### src/rtl/core/zokt_pkg.sv
package zokt_pkg;

	// Field widths of the item, the result and the capacity register.
	localparam int CAP_W   = 11;
	localparam int COST_W  = 11;
	localparam int WORTH_W = 16;
	localparam int VALUE_W = 32;

	// Default maximum capacity (the last table address) and reset value of the capacity register.
	localparam int MAX_CAPACITY_DEF = 1024;
	localparam logic [CAP_W-1:0] CAPACITY_RESET = 11'd1024;

	// Operation codes of an item.
	localparam logic OP_CLEAR = 1'b0;
	localparam logic OP_APPLY = 1'b1;

endpackage

### src/rtl/core/zokt_seq.sv
module zokt_seq import zokt_pkg::*; #(
	parameter int MAX_CAPACITY = MAX_CAPACITY_DEF,
	parameter int AW           = $clog2(MAX_CAPACITY_DEF + 1)
) (
	input  logic               clk,
	input  logic               arst_n,
	input  logic               start,
	input  logic               operation,
	input  logic [COST_W-1:0]  cost,
	input  logic [WORTH_W-1:0] worth,
	input  logic               capacity_we,
	input  logic [CAP_W-1:0]   capacity,
	output logic               busy,
	output logic               done,
	output logic               mem_we,
	output logic [AW-1:0]      mem_waddr,
	output logic [VALUE_W-1:0] mem_wdata,
	output logic [AW-1:0]      mem_raddr_a,
	output logic [AW-1:0]      mem_raddr_b,
	input  logic [VALUE_W-1:0] mem_rdata_a,
	input  logic [VALUE_W-1:0] mem_rdata_b
);

	typedef enum logic [5:0] {
		ST_IDLE   = 6'b000001,
		ST_CLEAR  = 6'b000010,
		ST_SCAN   = 6'b000100,
		ST_FLUSH  = 6'b001000,
		ST_READ   = 6'b010000,
		ST_REPORT = 6'b100000
	} seq_state_t;

	localparam logic [AW-1:0] LAST_ADDR = AW'(MAX_CAPACITY);

	seq_state_t         state_q;
	logic [AW-1:0]      idx_q;
	logic [AW-1:0]      cost_q;
	logic [AW-1:0]      cap_q;
	logic [WORTH_W-1:0] worth_q;
	logic [CAP_W-1:0]   capacity_q;
	logic               pend_q;
	logic               v_s1;
	logic [AW-1:0]      b_s1;

	logic               accept;
	logic [31:0]        cap_w;
	logic [AW-1:0]      cap_eff;
	logic               cost_fits;
	logic [VALUE_W:0]   sum;
	logic [VALUE_W-1:0] cand;
	logic [VALUE_W-1:0] upd;

	assign busy   = (state_q != ST_IDLE);
	assign done   = (state_q == ST_REPORT);
	assign accept = start && !busy;

	// Effective capacity saturates at MAX_CAPACITY, the last table address.
	assign cap_w     = 32'(capacity_q);
	assign cap_eff   = (cap_w > 32'(MAX_CAPACITY)) ? LAST_ADDR : AW'(cap_w);
	assign cost_fits = (32'(cost) <= 32'(cap_eff));

	// Candidate from the lower entry, saturating, then the larger of the two.
	assign sum  = {1'b0, mem_rdata_b} + (VALUE_W + 1)'(worth_q);
	assign cand = sum[VALUE_W] ? {VALUE_W{1'b1}} : sum[VALUE_W-1:0];
	assign upd  = (cand > mem_rdata_a) ? cand : mem_rdata_a;

	// Memory port drive: clearing sweep or write-back of the update stage.
	assign mem_we      = (state_q == ST_CLEAR) || v_s1;
	assign mem_waddr   = (state_q == ST_CLEAR) ? idx_q : b_s1;
	assign mem_wdata   = (state_q == ST_CLEAR) ? '0 : upd;
	assign mem_raddr_a = (state_q == ST_READ) ? cap_q : idx_q;
	assign mem_raddr_b = idx_q - cost_q;

	// Capacity register.
	always_ff @(posedge clk or negedge arst_n) begin
		if (!arst_n) begin
			capacity_q <= CAPACITY_RESET;
		end else if (capacity_we) begin
			capacity_q <= capacity;
		end
	end

	// Read-modify-write stage: data read in the previous cycle is written back now.
	always_ff @(posedge clk or negedge arst_n) begin
		if (!arst_n) begin
			v_s1 <= 1'b0;
		end else begin
			v_s1 <= (state_q == ST_SCAN);
		end
	end

	always_ff @(posedge clk) begin
		b_s1 <= idx_q;
	end

	// Sequencer: clearing sweep, descending scan, then read of the reported entry.
	always_ff @(posedge clk or negedge arst_n) begin
		if (!arst_n) begin
			state_q <= ST_CLEAR;
			idx_q   <= '0;
			pend_q  <= 1'b0;
			cost_q  <= '0;
			cap_q   <= '0;
			worth_q <= '0;
		end else begin
			unique case (state_q)
				ST_IDLE: begin
					if (accept) begin
						pend_q  <= 1'b1;
						cap_q   <= cap_eff;
						worth_q <= worth;
						if (operation == OP_CLEAR) begin
							idx_q   <= '0;
							state_q <= ST_CLEAR;
						end else if (cost_fits) begin
							idx_q   <= cap_eff;
							cost_q  <= AW'(cost);
							state_q <= ST_SCAN;
						end else begin
							state_q <= ST_READ;
						end
					end
				end
				ST_CLEAR: begin
					idx_q <= idx_q + 1'b1;
					if (idx_q == LAST_ADDR) begin
						state_q <= pend_q ? ST_READ : ST_IDLE;
					end
				end
				ST_SCAN: begin
					if (idx_q == cost_q) begin
						state_q <= ST_FLUSH;
					end else begin
						idx_q <= idx_q - 1'b1;
					end
				end
				ST_FLUSH: begin
					state_q <= ST_READ;
				end
				ST_READ: begin
					state_q <= ST_REPORT;
				end
				ST_REPORT: begin
					state_q <= ST_IDLE;
				end
				default: begin
					state_q <= ST_IDLE;
				end
			endcase
		end
	end

	// A write-back never lands below the object cost.
	assert property (@(posedge clk) disable iff (!arst_n)
		v_s1 |-> (b_s1 >= cost_q))
		else $error("write-back below object cost");

	// The result strobe lasts one cycle.
	assert property (@(posedge clk) disable iff (!arst_n)
		done |=> !done)
		else $error("result strobe longer than one cycle");

	// An accepted item makes the block busy.
	assert property (@(posedge clk) disable iff (!arst_n)
		accept |=> busy)
		else $error("accepted item did not raise busy");

	// No table write is in flight while the block is idle.
	assert property (@(posedge clk) disable iff (!arst_n)
		!busy |-> !mem_we)
		else $error("table write while idle");

endmodule

### config.mk
export PLATFORM = sky130hd
export DESIGN_NAME = zokt_seq
export DESIGN_NICKNAME = d
export VERILOG_FILES = /design/src/rtl/core/zokt_pkg.sv /design/src/rtl/core/zokt_seq.sv
export SDC_FILE = /design/constraint.sdc
export NUM_CORES = 1
export LEC_CHECK = 0
export ABC_CLOCK_PERIOD_IN_PS = 6200
export BUFFER_PORTS_ARGS = -buffer_cell sky130_fd_sc_hd__buf_2
export CAP_MARGIN = 20
export CORE_UTILIZATION = 32
export DETAILED_ROUTE_END_ITERATION = 7
export PLACE_DENSITY = 0.54
export SLEW_MARGIN = 20
export SYNTH_ARGS = -nofsm -noshare
export SYNTH_HDL_FRONTEND = slang
export SYNTH_SLANG_ARGS = --single-unit
export TNS_END_PERCENT = 30
### constraint.sdc
create_clock -name clk -period 6.2 [get_ports clk]
set_input_delay 0.62 -clock clk [delete_from_list [all_inputs] [get_ports clk]]
set_output_delay 0.62 -clock clk [all_outputs]
set_load 0.02 [all_outputs]
Word level (Yosys, flattened, before mapping):

Index checks and enable logic that the tools add are counted.

* add/sub/neg operators: 4
* multiply operators: 0
* divide/modulo/power cells: 0
* order comparisons: 3
* eq/ne operators: 14
* shift-type cells: 0
* multiplexer cells: 18
* bitwise logic cells: 0
* reductions and logical operators: 8

Operators by type and width (number)
* 32-bit two-way mux: 3
* 11-bit two-way mux: 7
* 32-bit by 16-bit adder with 33-bit output: 1
* 11-bit case mux with 3 select lines: 1
* 32-bit > comparator: 1
* 6-bit case mux with 5 select lines: 1
* 6-bit two-way mux: 3
* 5-bit two-way mux: 3
* 11-bit by 1-bit adder with 11-bit output, second input constant: 1
* 11-bit equality test: 1
* 11-bit equality test, second input constant: 1
* 11-bit > comparator, second input constant: 1
* 11-bit <= comparator: 1
* 11-bit by 1-bit subtractor with 11-bit output, second input constant: 1
* 11-bit subtractor: 1
* 4-bit AND reduction: 2
* 6-bit by 1-bit equality test with 1-bit output, second input constant: 1
* 6-bit by 2-bit equality test with 1-bit output, second input constant: 1
* 6-bit by 3-bit equality test with 1-bit output, second input constant: 1
* 6-bit by 4-bit equality test with 1-bit output, second input constant: 1
* 6-bit by 5-bit equality test with 1-bit output, second input constant: 1
* 6-bit equality test, second input constant: 1
* 6-bit by 1-bit inequality test with 1-bit output, second input constant: 1
* 2-bit by 1-bit inequality test with 1-bit output, second input constant: 2
* 8 further kinds: 9

* flip-flop bits (word level): 79
* bits in latches: 0
* memory bits (writable): 0
* memory bits (read-only): 0
* bits of input ports: 107
* output and inout port bits: 68
* logic and storage cells: 56
* memories kept: 0

Longest topological paths before layout:

Gate-level depths: netlist of the first run.

* depth after elaboration: 7
* gate-level depth with buffers: 20
* depth with buffers taken out: 19

Worst setup path after synthesis of the first run:

Ideal clock, no wire load.

* path type: input port to output port
* start: input mem_rdata_b[0]
* end: output mem_wdata[11]
* arrival: 4.937 ns
* required time: 5.580 ns
* slack: 0.643 ns
* stages: 20
* cells stage by stage: ha_1 fa_1 a211oi_2 o211ai_2 and3_4 a41oi_4 o21ai_4 nand2_1 clkbuf_1 nand2_1 ha_1 nand4_1 nor4_2 a21bo_1 o211ai_1 a2111oi_2 a31oi_4 buf_4 nor2_1 a311oi_1

* word-level cells in the longest chain between the ends: 5

Ends and longest elaborated chain
* from (decl): line zokt_seq.sv:21 `input logic [VALUE_W-1:0] mem_rdata_b`
* 32-bit by 16-bit adder with 33-bit output (*): line zokt_seq.sv:63 `assign sum = {1'b0, mem_rdata_b} + (VALUE_W + 1)'(worth_q);`
* 32-bit two-way mux (*): line zokt_seq.sv:64 `assign cand = sum[VALUE_W] ? {VALUE_W{1'b1}} : sum[VALUE_W-1:0];`
* 32-bit > comparator: line zokt_seq.sv:65 `assign upd = (cand > mem_rdata_a) ? cand : mem_rdata_a;`
* 32-bit two-way mux (*): line zokt_seq.sv:65
* 32-bit two-way mux (*): line zokt_seq.sv:70 `assign mem_wdata = (state_q == ST_CLEAR) ? '0 : upd;`
* to (decl): line zokt_seq.sv:17 `output logic [VALUE_W-1:0] mem_wdata,`

Every way passes the cells marked *; elsewhere a longest branch is shown, timed or not.

Final worst setup path of the first run:

* start: input mem_rdata_b[0]
* end: output mem_wdata[14]

Same word-level chain as after synthesis.

==> flow_summary_export.csv, run 1 <==
group,metric,value,unit
place,place_area,0.00811,mm²
setup_path,max_stage_delay,0.44,ns
hold_path,holdCritPathClass,"reg -> reg",
synthesis,synth_edf_count,0,
place,port_buffers,174,
floorplanning,die_y,149,µm
setup_path,worst-path-stages,20,
clock_tree,cts_tree,"done",
power_and_ir_drop,p_leak,4.27,nW
global_route,antenna_found_initial,0,
synthesis,yosysSeqAreaShare,27.8,%
final_layout,multi_input_comb_area,0.00465,mm²
floorplanning,start_util,32.8,%
power_and_ir_drop,p_clk_share,12.7,%
hold_path,hold_path_depth,2,
sta,clock.fmax,170,MHz
synthesis,yosys_register_bits,79,
sta,whs,0.478,ns
setup_path,crit_path_start_kind,"primary input",
power_and_ir_drop,p_switching,2.32,mW
synthesis,async_flop_share,86.1,%
setup_path,cp_max_fo,29,
sta,min_period,5.87,ns
global_route,grt_pass1_vias,6240,
detailed_routing,wirelength,21.0,mm
power_and_ir_drop,ir_worst_vdd,249,µV
synthesis,netlist.area_leader.share,23.8,%
synthesis,syn_nets,1033,
setup_path,critPathSlowestCell,"fa_1",
setup_path,crit_buf_inv,3,
outcome,run_status,"completed",
final_layout,fin_util,40.3,%
synthesis,synth_most_common_cell,"nand2_1",
clock_tree,cts_sinks,79,
setup_path,r2r_slack,2.52,ns
detailed_routing,vias,6669,
synthesis,synth_top_area_cell,"dfrtp_1",
clock_tree,htreeDepth,3,
sta,rsz0062_at_grt,"no",
clock_tree,cts_buffers,9,
floorplanning,ios,175,
floorplanning,die_area,0.0223,mm²
global_route,grt_overflow,0,
synthesis,syn_inst,845,
sta,setup_ws,0.328,ns
final_layout,num-fill-cells,2164,
final_layout,stdcell_count,1294,
setup_path,rr_worst_depth,12,
setup_path,path_cells,"buf_2 -> ha_1 -> fa_1 -> a211oi_2 -> o211ai_2 -> and3_4 -> a41oi_4 -> o32a_4 -> o21ai_0 -> ha_1 -> nand4_1 -> nor4_2 -> a21bo_1 -> o211ai_1 -> a2111oi_2 -> a31oi_4 -> buf_12 -> nor2_1 -> a311oi_1 -> buf_2",
detailed_routing,ant_nets,0,
power_and_ir_drop,p_per_area,545,mW/mm²
synthesis,synth_cell_types,75,
sta,finalSetupTns,0,ns
sta,finClkSkew,0.0139,ns
setup_path,cp.required,5.58,ns
place,dpl.hpwl,16.7,mm
final_layout,antennaDiodeCount,0,
sta,final_hold_viol_count,0,
final_layout,regArea,0.00192,mm²
detailed_routing,viasPerCell,5.15,
detailed_routing,drc,0,
clock_tree,cts_root_buf,"clkbuf_16",
power_and_ir_drop,power.internal,2.32,mW
power_and_ir_drop,p_sw_share,50.0,%
sta,fin_crit_sh,94.7,%
setup_path,worstPathArrival,5.25,ns
sta,worst_pin_slew,0.922,ns
global_route,grt_pass1_wl,33.5,mm
sta,drv_slew,0,
flow_run,cap_violations,0,
detailed_routing,drt_iter0_drc,359,
final_layout,nNetsFinal,1202,
sta,slew_headroom,38.5,%
floorplanning,design.core.area,0.0212,mm²
sta,setup_viol,0,
place,placed_cells_incl_taps,1272,
detailed_routing,wl_per_cell,16.3,µm
setup_path,cp-end-kind,"output pin",
setup_path,crit_family,"compound AO/OA/AOI/OAI gates",
final_layout,drive_above_1_share,25.7,%
clock_tree,cts_max_path_buffers,2,
synthesis,yosysWarnings,0,
floorplanning,fp.dieW,149,µm
clock_tree,cts.clk_slew.worst_paths,0.05,ns
place,place.gp.congestion,0.888,
setup_path,path_class,"in -> out",
clock_tree,clk_latency,0.35,ns
detailed_routing,dr.pass1.iters,5,
power_and_ir_drop,comb_power_share,67.5,%
power_and_ir_drop,p_seq_share,19.9,%
synthesis,syn_avg_cell_area,8.20,µm²
global_route,grt_max_degree,69,
final_layout,syn_to_final_growth,22.9,%
global_route,grtUsageTotal,19.4,%
place,place_ws,0.195,ns
power_and_ir_drop,total_power,4.65,mW
synthesis,synth_area_leaders,"dfrtp_1 (24%), ha_1 (14%), nand2_1 (8.3%)",
final_layout,final_area,0.00852,mm²
clock_tree,cts_hold_buf,0,
synthesis,synth_top_flop_cell,"dfrtp_1",
synthesis,yosys-top-cells-count,"nand2_1 (153), ha_1 (78), dfrtp_1 (66)",
synthesis,syn_area,0.00693,mm²
floorplanning,num_rows,53,
power by group through the flow:
stage | Combinational (mW) | Clock [mW] | Sequential, mW
5_1_grt | 3.49 | 0.622 | 0.950
2_1_floorplan | 2.32 | 0 | 0.848
3_3_place_gp | 3.11 | 0 | 0.928
3_5_place_dp | 3.10 | 0 | 0.933
4_1_cts | 3.12 | 0.603 | 0.924
6_report | 3.14 | 0.588 | 0.923
logic make-up (layout without fill, tap and decap cells):
group           Yosys count  after routing  share of synthesized area, %
simple gates            293            293                          19.4
compound gates          221            221                          21.9
buf+inv                  99            273                          5.67
fa+ha+maj                81             81                          14.9
flops                    79             79                          27.8
xor+xnor                 39             39                          4.93
mux                      33             33                          5.43
layout by cell type (no fill, tap or decap), types with 9 or more instances in the layout:
cell       Yosys  final
o21a_1        12     12
nand4_1       17     17
dfrtp_1       66     66
xor2_1        25     24
nor2b_1       13     13
buf_2          8    174
a21oi_1       42     42
a31oi_1       10     10
o211ai_1      10     10
dfxtp_1       11     11
clkbuf_16      0      9
a311oi_1       9      9
xnor2_1       14     14
mux2_2        28     28
nor2_1        46     46
o21ai_0       65     65
inv_1         64     64
a21o_1        20     20
ha_1          78     78
nor3_1        11     10
nand3_1       15     15
buf_4          3     13
nand2_1      153    152
worst paths after layout:
kind	from	end
setup / recovery	mem_rdata_b[0]	mem_wdata[14]
hold / removal	cap_q[7]	cap_q[7]
setup reg to reg	capacity_q[10]	idx_q[4]
hold reg to reg	cap_q[7]	cap_q[7]
max in group asynchronous	arst_n	idx_q[7]
min in group asynchronous	arst_n	worth_q[6]
repair_timing:
action | in CTS | in global routing
setup endpoints to repair | 0 | 29
setup buffers | 0 | 5
gates resized for setup | 0 | 3
flip-flops by register name, indices dropped and copies added, names as in the netlist:
name,count
worth_q,16
b_s1,11
cap_q,11
capacity_q,11
cost_q,11
idx_q,11
state_q,6
pend_q,1
v_s1,1
cell type report:
class | count | area share [%]
clock buffer | 10 | 2.69
clock inverter | 6 | 1.07
inverter | 66 | 2.91
multi-input combinational | 667 | 54.5
sequential | 79 | 22.6
tap | 275 | 4.04
timing repair buffer | 191 | 12.2
per-layer routing:
metal,share of wire [%],routed length [µm],GRT usage (%),vias up
li1,-,-,-,3352
met1,49,10200,27.4,3067
met2,43,9040,30.1,225
met3,6.5,1380,2.87,25
met4,1.8,372,6.12,0
met5,0,0,0,-
tightest hold or removal path, delay by kind of cell (launching register included):
family | cells | cell delay (ns)
DFF | 1 | 0.34
AOI/OAI and AO/OA | 1 | 0.06
and+or+nand+nor | 1 | 0.04
Power figures use the tool's default switching activity.
==> run 2, diff against run 1 <==
--- a/config.mk
+++ b/config.mk
@@ -5,7 +5,6 @@
 export SDC_FILE = /design/constraint.sdc
 export NUM_CORES = 1
 export LEC_CHECK = 0
-export ABC_CLOCK_PERIOD_IN_PS = 6200
 export BUFFER_PORTS_ARGS = -buffer_cell sky130_fd_sc_hd__buf_2
 export CAP_MARGIN = 20
 export CORE_UTILIZATION = 32
@@ -15,4 +14,4 @@
 export SYNTH_ARGS = -nofsm -noshare
 export SYNTH_HDL_FRONTEND = slang
 export SYNTH_SLANG_ARGS = --single-unit
-export TNS_END_PERCENT = 30
+export TNS_END_PERCENT = 1
==> constraint.sdc (replaced) <==
create_clock -name clk -period 6.5 [get_ports clk]
set_input_delay 0.65 -clock clk [delete_from_list [all_inputs] [get_ports clk]]
set_output_delay 0.65 -clock clk [all_outputs]
set_load 0.02 [all_outputs]
==> run 2 against run 1 <==
  * Count of clock-buffer cells in the layout is 2 higher
  * Non-clock buffer count decreased by 8
  * Flip-flop and latch count did not move
  * Via count is 1.7% lower
  * Clock power decreased by 21%
==> flow_summary_export.csv, run 2 (synthesized netlist as in run 1, its figures left out) <==
group,metric,value,unit
sta,min_period,6.10,ns
clock_tree,cts_buffers,9,
clock_tree,htreeDepth,3,
setup_path,cp_max_fo,57,
final_layout,syn_to_final_growth,20.8,%
power_and_ir_drop,p_per_area,516,mW/mm²
clock_tree,cts_max_path_buffers,2,
floorplanning,num_rows,53,
sta,setup_viol,0,
detailed_routing,wirelength,20.8,mm
detailed_routing,dr.pass1.iters,5,
sta,clock.fmax,164,MHz
place,dpl.hpwl,16.7,mm
clock_tree,cts_root_buf,"clkbuf_16",
sta,finalSetupTns,0,ns
clock_tree,clk_latency,0.34,ns
sta,worst_pin_slew,0.912,ns
sta,finClkSkew,0.0142,ns
final_layout,num-fill-cells,2196,
setup_path,crit_path_start_kind,"primary input",
setup_path,path_cells,"buf_2 -> ha_1 -> fa_1 -> a211oi_2 -> o211ai_2 -> and3_4 -> a41oi_4 -> o21ai_4 -> nand2_1 -> nand2_1 -> ha_1 -> nand4_1 -> nor4_2 -> a21bo_1 -> o211ai_1 -> a2111oi_2 -> a31oi_4 -> buf_12 -> mux2i_1 -> nor2_1 -> buf_2",
clock_tree,post_cts_buffers,0,
setup_path,r2r_slack,2.75,ns
global_route,grt_pass1_wl,32.8,mm
floorplanning,design.core.area,0.0212,mm²
clock_tree,cts.clk_slew.worst_paths,0.05,ns
setup_path,cp.required,5.85,ns
clock_tree,cts_resized,0,
global_route,grt_pass1_vias,6082,
place,place_area,0.00810,mm²
final_layout,drive_above_1_share,24.7,%
detailed_routing,drt_iter0_drc,344,
place,place.gp.congestion,0.893,
final_layout,largest_register_ffs,16,
setup_path,crit_buf_inv,3,
detailed_routing,wl_per_cell,16.1,µm
clock_tree,cts_tree,"done",
sta,slew_headroom,39.2,%
setup_path,crit_family,"compound AO/OA/AOI/OAI gates",
clock_tree,cts_sinks,79,
power_and_ir_drop,ir_worst_vdd,236,µV
sta,final_hold_viol_count,0,
hold_path,holdCritPathClass,"reg -> reg",
clock_tree,cts_hold_buf,0,
detailed_routing,drc,0,
floorplanning,die_y,149,µm
final_layout,final_area,0.00838,mm²
detailed_routing,viasPerCell,5.10,
floorplanning,ios,175,
final_layout,largest-register,"worth_q",
sta,fin_crit_sh,93.9,%
setup_path,path_class,"in -> out",
global_route,grtUsageTotal,19.0,%
global_route,grt_overflow,0,
final_layout,antennaDiodeCount,0,
global_route,grt_max_degree,69,
sta,rsz0062_at_grt,"no",
final_layout,layout_commonest_cell,"buf_2",
floorplanning,start_util,32.8,%
global_route,antenna_found_initial,1,
power_and_ir_drop,p_leak,4.20,nW
setup_path,cp-end-kind,"output pin",
sta,drv_slew,0,
detailed_routing,vias,6554,
detailed_routing,ant_nets,0,
final_layout,nNetsFinal,1194,
setup_path,worstPathArrival,5.45,ns
floorplanning,die_area,0.0223,mm²
final_layout,final_cell_mix,"buf_2 (174), nand2_1 (153), ha_1 (78)",
flow_run,cap_violations,0,
setup_path,critPathSlowestCell,"nor4_2",
final_layout,fin_util,39.6,%
outcome,run_status,"completed",
setup_path,max_stage_delay,0.45,ns
floorplanning,fp.dieW,149,µm
place,port_buffers,174,
run 2: cell count changes in the layout (fill, tap and decap cells not counted), sizes merged:
cell	before	now
clkbuf	10	12
clkinv	3	4
inv	67	66
buf	191	183
bufinv	2	0
run 2: final cells by class:
type                    instances  area [µm²]  area share (%)
inverters                      66         248            2.96
clock buffers                  12         236            2.82
well taps                     275         344            4.11
flip-flops and latches         79        1920            23.0
multi-input cells             667        4630            55.2
repair buffers                183         967            11.5
clock inverters                 4        31.3           0.373
run 2: layer usage:
| layer | track usage, % | wire length (µm) | share of wire [%] |
|---|---|---|---|
| met4 | 4.80 | 243 | 1.2 |
| met2 | 29.7 | 8980 | 43 |
| met5 | 0 | 0 | 0 |
| met3 | 2.35 | 1080 | 5.2 |
| met1 | 27.3 | 10500 | 50 |
run 2: where the power goes:
| group | internal, mW | leakage [nW] | switching [mW] | total, mW |
|---|---|---|---|---|
| Combinational | 1.17 | 3.15 | 1.80 | 2.98 |
| Sequential | 0.700 | 0.915 | 0.180 | 0.880 |
| Clock | 0.261 | 0.131 | 0.206 | 0.467 |
run 2: metrics by stage:
step | setup slack [ns] | instances | hold WS, ns | total power, mW
after floorplan | 0.883 | 845 | 0.345 | 3.02
after global placement | 0.534 | 1269 | 0.462 | 3.85
after detailed placement | 0.395 | 1269 | 0.466 | 3.85
after CTS | 0.398 | 1285 | 0.478 | 4.33
after global routing | 0.112 | 1286 | 0.506 | 4.73
final | 0.398 | 1286 | 0.481 | 4.32
run 2: worst paths after layout:
check	from	to	depth (start not counted)
worst max register to register	capacity_q[10]	idx_q[7]	12
max in group asynchronous	arst_n	worth_q[11]	2
worst max-delay path	mem_rdata_b[0]	mem_wdata[8]	21
min in group asynchronous	arst_n	capacity_q[1]	2
worst min-delay path	idx_q[0]	b_s1[0]	0
worst min register to register	idx_q[0]	b_s1[0]	0
==> run 3, diff against run 2 <==
--- a/config.mk
+++ b/config.mk
@@ -7,6 +7,7 @@
 export LEC_CHECK = 0
 export BUFFER_PORTS_ARGS = -buffer_cell sky130_fd_sc_hd__buf_2
 export CAP_MARGIN = 20
+export CORE_ASPECT_RATIO = 1.4
 export CORE_UTILIZATION = 32
 export DETAILED_ROUTE_END_ITERATION = 7
 export PLACE_DENSITY = 0.54
==> run 3 against run 2 <==
  * Clock power grew 18%
  * Sequential share of layout area fell by 0.089 points
  * Cell area up 0.39%
  * Largest power group unchanged
  * Count of clock-buffer cells in the layout decreased by 1
  * Via count is essentially flat
  * Register-to-register slack better by 0.16 ns
  * Total power increased by 1.4%
  * Sequential power grew 1%
  * Clock skew decreased by 0.0016 ns
==> flow_summary_export.csv, run 3 (synthesized netlist as in run 1, its figures left out) <==
group,metric,value,unit
outcome,run_status,"completed",
setup_path,cp_max_fo,25,
floorplanning,start_util,32.7,%
floorplanning,ios,175,
floorplanning,die_area,0.0223,mm²
power_and_ir_drop,p_seq_share,20.3,%
sta,whs,0.474,ns
sta,drv_slew,0,
global_route,grtUsageTotal,18.7,%
power_and_ir_drop,p_leak,4.22,nW
global_route,grt_max_degree,69,
floorplanning,num_rows,63,
sta,finalSetupTns,0,ns
detailed_routing,viasPerCell,5.16,
clock_tree,cts_sinks,79,
power_and_ir_drop,total_power,4.38,mW
global_route,antenna_found_initial,0,
power_and_ir_drop,p_clk_share,12.6,%
detailed_routing,vias,6557,
sta,setup_viol,0,
final_layout,final_area,0.00841,mm²
sta,finClkSkew,0.0125,ns
sta,worst_pin_slew,0.935,ns
global_route,grt_pass1_wl,32.5,mm
clock_tree,post_cts_buffers,0,
sta,rsz0062_at_grt,"no",
final_layout,antennaDiodeCount,0,
final_layout,largest_register_ffs,16,
place,port_buffers,174,
clock_tree,cts_resized,0,
place,place_area,0.00806,mm²
clock_tree,cts_tree,"done",
place,place.gp.congestion,0.866,
setup_path,crit_path_start_kind,"primary input",
sta,fin_crit_sh,93.8,%
detailed_routing,ant_nets,0,
floorplanning,fp.dieW,126,µm
sta,min_period,6.10,ns
final_layout,final_cell_mix,"buf_2 (174), nand2_1 (152), ha_1 (78)",
clock_tree,cts_root_buf,"clkbuf_16",
floorplanning,design.core.area,0.0212,mm²
final_layout,nNetsFinal,1194,
setup_path,path_class,"in -> out",
power_and_ir_drop,p_switching,2.17,mW
clock_tree,cts_buffers,9,
final_layout,num-fill-cells,2217,
sta,final_hold_viol_count,0,
detailed_routing,drc,0,
global_route,grt_overflow,0,
detailed_routing,wirelength,20.7,mm
global_route,grt_pass1_vias,6264,
detailed_routing,wl_per_cell,16.3,µm
hold_path,holdCritPathClass,"reg -> reg",
detailed_routing,drt_iter0_drc,230,
sta,slew_headroom,37.7,%
sta,clock.fmax,164,MHz
clock_tree,cts.clk_slew.worst_paths,0.06,ns
power_and_ir_drop,power.internal,2.21,mW
setup_path,worstPathArrival,5.45,ns
floorplanning,die_y,176,µm
power_and_ir_drop,ir_worst_vdd,330,µV
power_and_ir_drop,p_per_area,521,mW/mm²
final_layout,drive_above_1_share,25.1,%
setup_path,cp-end-kind,"output pin",
detailed_routing,dr.pass1.iters,5,
clock_tree,htreeDepth,3,
place,dpl.hpwl,16.7,mm
power_and_ir_drop,p_sw_share,49.5,%
clock_tree,cts_max_path_buffers,2,
clock_tree,clk_latency,0.35,ns
final_layout,layout_commonest_cell,"buf_2",
clock_tree,cts_hold_buf,0,
setup_path,cp.required,5.85,ns
final_layout,syn_to_final_growth,21.3,%
flow_run,cap_violations,0,
power_and_ir_drop,comb_power_share,67.1,%
final_layout,largest-register,"worth_q",
==> run 3: per-layer routing <==
layer  part of all wire [%]  vias up  GRT usage [%]
met3                    4.4       28           2.21
met2                     53      167           35.3
met5                      0        -              0
met1                     40     3037           21.5
li1                       -     3325              -
met4                    2.4        0           6.58
==> run 3: final cells by class <==
type                    count  area (µm²)  share of cell area [%]
multi-input cells         667        4650                    55.3
flip-flops and latches     79        1920                    22.9
repair buffers            183         938                    11.2
well taps                 260         325                    3.87
inverters                  66         248                    2.95
clock buffers              11         243                    2.89
clock inverters             5        82.6                   0.982
==> run 3: path summary, 6_finish.rpt <==
| path | from | depth (start not counted) | end | slack [ns] |
|---|---|---|---|---|
| min reg2reg | idx_q[0] | 0 | b_s1[0] | 0.47 |
| max in group asynchronous | arst_n | 2 | v_s1 | 5.36 |
| max reg2reg | capacity_q[10] | 10 | cost_q[10] | 2.91 |
| min in group asynchronous | arst_n | 2 | worth_q[2] | 0.49 |
| max | mem_rdata_b[0] | 20 | mem_wdata[6] | 0.40 |
| min | idx_q[0] | 0 | b_s1[0] | 0.47 |
==> run 3: power groups by stage <==
stage          clock network (mW)  registers (mW)  logic [mW]
2_1_floorplan                   0           0.809        2.22
3_3_place_gp                    0           0.898        2.94
3_5_place_dp                    0           0.904        2.96
4_1_cts                     0.568           0.893        2.98
5_1_grt                     0.585           0.915        3.29
6_report                    0.553           0.889        2.94
==> run 3: critical path: stages <==
cell	delay, ns
buf_2	0.10
ha_1	0.23
fa_1	0.44
a211oi_2	0.26
o211ai_2	0.15
and3_4	0.20
a41oi_4	0.31
o32a_4	0.33
o21ai_0	0.22
ha_1	0.35
nand4_1	0.14
nor4_2	0.46
a21bo_1	0.26
o211ai_1	0.13
a2111oi_2	0.14
a31oi_4	0.25
buf_4	0.30
nor2_1	0.06
a311oi_1	0.26
buf_2	0.21
==> run 3: through the flow <==
step                      util, %  cells  setup slack, ns
after floorplan                 -    845            0.883
after global placement       38.0   1255            0.312
after detailed placement     38.0   1255            0.280
after CTS                    39.6   1271            0.273
after global routing         39.7   1271           0.0200
final                        39.7   1271            0.403
